## src/hw/rtl/cms_pkg.sv

```systemverilog
`timescale 1ns / 1ps

package cms_pkg;

	localparam int MAX_ROWS_D     = 4;
	localparam int MAX_WIDTH_D    = 1024;
	localparam int COUNTER_BITS_D = 32;
	localparam int N_SALTS        = 4;

	localparam logic [31:0] CRC32C_POLY = 32'h82F63B78;

	typedef enum logic [1:0] {
		FUNC_INC = 2'd0,
		FUNC_QRY = 2'd1,
		FUNC_CLR = 2'd2,
		FUNC_NOP = 2'd3
	} func_t;

	typedef enum logic [2:0] {
		REG_ROW_COUNT      = 3'd0,
		REG_ROW_WIDTH      = 3'd1,
		REG_CLEAR_INTERVAL = 3'd2,
		REG_SALT_0         = 3'd3,
		REG_SALT_1         = 3'd4,
		REG_SALT_2         = 3'd5,
		REG_SALT_3         = 3'd6
	} reg_t;

	typedef enum logic [3:0] {
		ST_INIT,
		ST_IDLE,
		ST_CRC,
		ST_DIV,
		ST_RD,
		ST_UPD,
		ST_CHK,
		ST_SWEEP,
		ST_OUT
	} state_t;

	typedef struct packed {
		logic [2:0]                row_count;
		logic [10:0]               row_width;
		logic [63:0]               clear_interval;
		logic [N_SALTS-1:0][31:0]  salt;
	} cfg_t;

	typedef struct packed {
		func_t       op;
		logic [31:0] key;
		logic [63:0] now;
	} cmd_t;

	function automatic logic [31:0] crc_byte(input logic [31:0] c_in);
		logic [31:0] c;
		c = c_in;
		for (int i = 0; i < 8; i++) begin
			c = (c >> 1) ^ (CRC32C_POLY & {32{c[0]}});
		end
		return c;
	endfunction

endpackage

```

## src/hw/rtl/cms_front.sv

```systemverilog
`timescale 1ns / 1ps

module cms_front (
	input  logic          clk,
	input  logic          arst_n,
	input  logic          s_tvalid,
	output logic          s_tready,
	input  logic [95:0]   s_tdata,
	input  logic [1:0]    s_tuser,
	input  logic          init_busy,
	output logic          q_valid,
	output cms_pkg::cmd_t q_data,
	input  logic          q_pop
);

	cms_pkg::cmd_t slot_q [2];
	logic          wr_ptr_q;
	logic          rd_ptr_q;
	logic [1:0]    count_q;
	logic          push;
	cms_pkg::cmd_t cmd_in;

	always_comb begin
		cmd_in.key = s_tdata[31:0];
		cmd_in.now = s_tdata[95:32];
		cmd_in.op  = cms_pkg::func_t'(s_tuser);
	end

	assign s_tready = (count_q != 2'd2) && !init_busy;
	assign push     = s_tvalid && s_tready;
	assign q_valid  = (count_q != 2'd0);
	assign q_data   = slot_q[rd_ptr_q];

	always_ff @(posedge clk) begin
		if (push) begin
			slot_q[wr_ptr_q] <= cmd_in;
		end
	end

	always_ff @(posedge clk or negedge arst_n) begin
		if (!arst_n) begin
			wr_ptr_q <= 1'b0;
			rd_ptr_q <= 1'b0;
			count_q  <= 2'd0;
		end else begin
			if (push) begin
				wr_ptr_q <= ~wr_ptr_q;
			end
			if (q_pop && q_valid) begin
				rd_ptr_q <= ~rd_ptr_q;
			end
			case ({push, q_pop && q_valid})
				2'b10:   count_q <= count_q + 2'd1;
				2'b01:   count_q <= count_q - 2'd1;
				default: count_q <= count_q;
			endcase
		end
	end

endmodule

```

## config.mk

```make
export PLATFORM = sky130hd
export DESIGN_NAME = cms_front
export DESIGN_NICKNAME = d
export VERILOG_FILES = /design/src/hw/rtl/cms_pkg.sv /design/src/hw/rtl/cms_front.sv
export SDC_FILE = /design/constraint.sdc
export NUM_CORES = 1
export LEC_CHECK = 0
export BUFFER_PORTS_ARGS = -buffer_cell sky130_fd_sc_hd__buf_2
export CAP_MARGIN = 0
export CELL_PAD_IN_SITES_DETAIL_PLACEMENT = 0
export CELL_PAD_IN_SITES_GLOBAL_PLACEMENT = 1
export CORE_ASPECT_RATIO = 1.2
export CORE_MARGIN = 10
export CORE_UTILIZATION = 29
export DETAILED_ROUTE_END_ITERATION = 12
export GPL_ROUTABILITY_DRIVEN = 0
export PLACE_DENSITY = 0.59
export RECOVER_POWER = 25
export SLEW_MARGIN = 20
export SYNTH_ARGS = -nofsm -noshare
export SYNTH_HDL_FRONTEND = slang
export SYNTH_SLANG_ARGS = --single-unit
export TNS_END_PERCENT = 1
```

## constraint.sdc

```tcl
create_clock -name clk -period 5.09 [get_ports clk]
set_input_delay 1.527 -clock clk [delete_from_list [all_inputs] [get_ports clk]]
set_output_delay 1.527 -clock clk [all_outputs]
set_load 0.05 [all_outputs]
```

==> impl_metrics.env <==
export IMPL_insertion_delay_ns=0.42
export IMPL_via_per_inst=4.18
export IMPL_route_antenna_remaining_nets=0
export IMPL_finalHoldViolCount=0
export IMPL_num_rows=63
export IMPL_power_total_mw=5.53
export IMPL_cp_max_fo=57
export IMPL_status="completed"
export IMPL_clock_sinks=200
export IMPL_overflow=0
export IMPL_cts_made_buffers=17
export IMPL_fp_dieW_um=165
export IMPL_worst_pin_slew_ns=0.954
export IMPL_worstRegToRegCells=4
export IMPL_power_switching_mw=2.24
export IMPL_synthCells=325
export IMPL_postSynthAreaPerCell_um2=22.5
export IMPL_cts_resized=0
export IMPL_holdCritPathClass="register to register"
export IMPL_vdd_drop_max_v=0.000299
export IMPL_slew_headroom=0.364
export IMPL_io_buffers=202
export IMPL_cts_setup_buffers=0
export IMPL_startpoint_type="register"
export IMPL_worstPathRequired_ns=3.56
export IMPL_die_area_mm2=0.0320
export IMPL_area_growth_pct=26.4
export IMPL_clock_path_buffers=2
export IMPL_r2r_start="count_q[0]"
export IMPL_yosys_area_top_type_share=0.805
export IMPL_whs_ns=0.549
export IMPL_grt_max_degree=68
export IMPL_rsz0062_at_grt="false"
export IMPL_die_h_um=194
export IMPL_synthDistinctLibCells=15
export IMPL_ctsHtreeMaxLevel=4
export IMPL_ios=203
export IMPL_synth_nets=429
export IMPL_synth_top_area_cell="edfxtp_1"
export IMPL_final_nets=644
export IMPL_cp_arrival_ns=2.32
export IMPL_ys_warn_count=0
export IMPL_wl_per_cell_um=18.1
export IMPL_drc=0
export IMPL_endpoint_kind="primary output"
export IMPL_ys_ff_latch=200
export IMPL_drtPass1Iterations=4
export IMPL_final_max_slew_viol_count=0
export IMPL_first_global_vias=4143
export IMPL_holdBufCountCts=0
export IMPL_initial_core_util=0.295
export IMPL_combPwrFrac=0.379
export IMPL_nFillCells=2373
export IMPL_crit_start="rd_ptr_q"
export IMPL_powerDensity_mw_per_mm2=599
export IMPL_cts_tree="yes"
export IMPL_clkSlewWorstSetupHoldPaths_ns=0.07
export IMPL_grt_pass1_wl_um=24000
export IMPL_postLayoutCoreUtil=0.373
export IMPL_crit_type="register to primary output"
export IMPL_antenna_cells=0
export IMPL_setup_viol=0
export IMPL_period_minus_slack_ns=3.85
export IMPL_seqPwrFrac=0.392
export IMPL_cts_root_buf="clkbuf_16"
export IMPL_first_iter_violations=136
export IMPL_ys_seq_area_frac=0.819
export IMPL_core_area_mm2=0.0248
export IMPL_synthTopCellsByArea="edfxtp_1, mux2_2, mux2_4"
export IMPL_fmax_ghz=0.260
export IMPL_p_sw_frac=0.405
export IMPL_r2r_slack_ns=2.91
export IMPL_final_period_utilization=0.756
export IMPL_wirelength_um=15900
export IMPL_synth_area_mm2=0.00731
export IMPL_cp_endpoint="q_data[22]"
export IMPL_p_leak_nw=3.34
export IMPL_num_vias=3672
export IMPL_fin_ws_ns=1.24
export IMPL_internal_power_mw=3.29
export IMPL_dpl_hpwl_um=11000
export IMPL_drive_above_1_share=0.575
export IMPL_r2r_end="slot_q[1][21]"
export IMPL_fin_worst_skew_ns=0.00710
export IMPL_dp_slack_ns=1.55
export IMPL_track_usage=0.0986
export IMPL_max_cap_violations=0
export IMPL_power_share_clock=0.228
export IMPL_antenna_found_initial=0
[worst max-delay path, cell delays in order (launching register included)]
cell and delay, ns:
dfrtp_4 0.82, buf_12 0.35, mux2_2 0.39, buf_2 0.21
[through the flow]
step           instances  TNS, ns  cell area (um^2)
2_1_floorplan        325  -275.63              7310
3_3_place_gp         846        0              8720
3_5_place_dp         846        0              8720
4_1_cts              878        0              9270
5_1_grt              878        0              9240
6_report             878        0              9240
[logic make-up after synthesis]
| group | synth area share |
|---|---|
| buf+inv | 0.0116 |
| mux | 0.156 |
| simple gates | 0.00360 |
| compound gates | 0.00188 |
| flops | 0.819 |
| xor+xnor | 0.00599 |
| fa+ha+maj | 0.00171 |
[power groups by stage]
stage | Sequential [mW] | Combinational, mW | Clock (mW)
2_1_floorplan | 2.15 | 1.74 | 0
3_3_place_gp | 2.21 | 2.13 | 0
3_5_place_dp | 2.22 | 2.15 | 0
4_1_cts | 2.18 | 2.15 | 1.32
5_1_grt | 2.20 | 2.20 | 1.40
6_report | 2.17 | 2.10 | 1.26
[flip-flops by register name (all words and copies together), names as in the netlist]
| register | flops |
|---|---|
| rd_ptr_q | 1 |
| slot_q | 196 |
| count_q | 2 |
| wr_ptr_q | 1 |
[cell usage after synthesis, drive strengths merged]
master  number
a211o        1
and2         1
dfrtp        4
edfxtp     196
ha           1
a21oi        1
xnor2        3
xor2         2
nor2         3
inv          3
or2          1
buf         11
mux2        98
[placed cells by master, fill, tap and decap left out]
| cell type | n |
|---|---|
| edfxtp_1 | 196 |
| buf_2 | 178 |
| mux2_2 | 88 |
| clkbuf_1 | 24 |
| clkbuf_16 | 17 |
| mux2_4 | 10 |
| clkinvlp_4 | 4 |
| inv_6 | 4 |
| buf_4 | 4 |
| inv_1 | 3 |
| xnor2_1 | 3 |
| clkinv_2 | 3 |
| dfrtp_1 | 3 |
| nor2_4 | 2 |
| xor2_1 | 2 |
| inv_8 | 2 |
| clkinv_4 | 2 |
| or2_2 | 1 |
| and2_4 | 1 |
| a21oi_1 | 1 |
| a211o_1 | 1 |
| nor2_1 | 1 |
| ha_1 | 1 |
| buf_12 | 1 |
| dfrtp_4 | 1 |
[per-layer routing]
metal,vias to the layer above,GRT usage,part of all wire
met5,-,0,0
met4,0,0.0337,0.013
met3,14,0.0393,0.075
met2,125,0.167,0.52
met1,1821,0.110,0.39
li1,1712,-,-
[cell type report]
cell class / count / area, um^2 / area share
tap: 325 / 407 / 0.0440
multi-input combinational: 111 / 1250 / 0.136
clock inverter: 15 / 120 / 0.0130
sequential: 200 / 5990 / 0.648
clock buffer: 17 / 425 / 0.0461
inverter: 3 / 11.3 / 0.00122
timing repair buffer: 207 / 1030 / 0.112
[worst min-delay path by stage]
| stage | startpoint | endpoint | slack (ns) | cells past startpoint |
|---|---|---|---|---|
| 6_report | count_q[1] | count_q[1] | 0.55 | 1 |
| 2_1_floorplan | wr_ptr_q | wr_ptr_q | 0.47 | 1 |
| 3_5_place_dp | count_q[1] | count_q[1] | 0.54 | 1 |
| 4_1_cts | count_q[1] | count_q[1] | 0.56 | 1 |
| 5_1_grt | count_q[1] | count_q[1] | 0.58 | 1 |
| 3_3_place_gp | count_q[1] | count_q[1] | 0.53 | 1 |
Note: power is estimated with default switching activity, not from simulation.
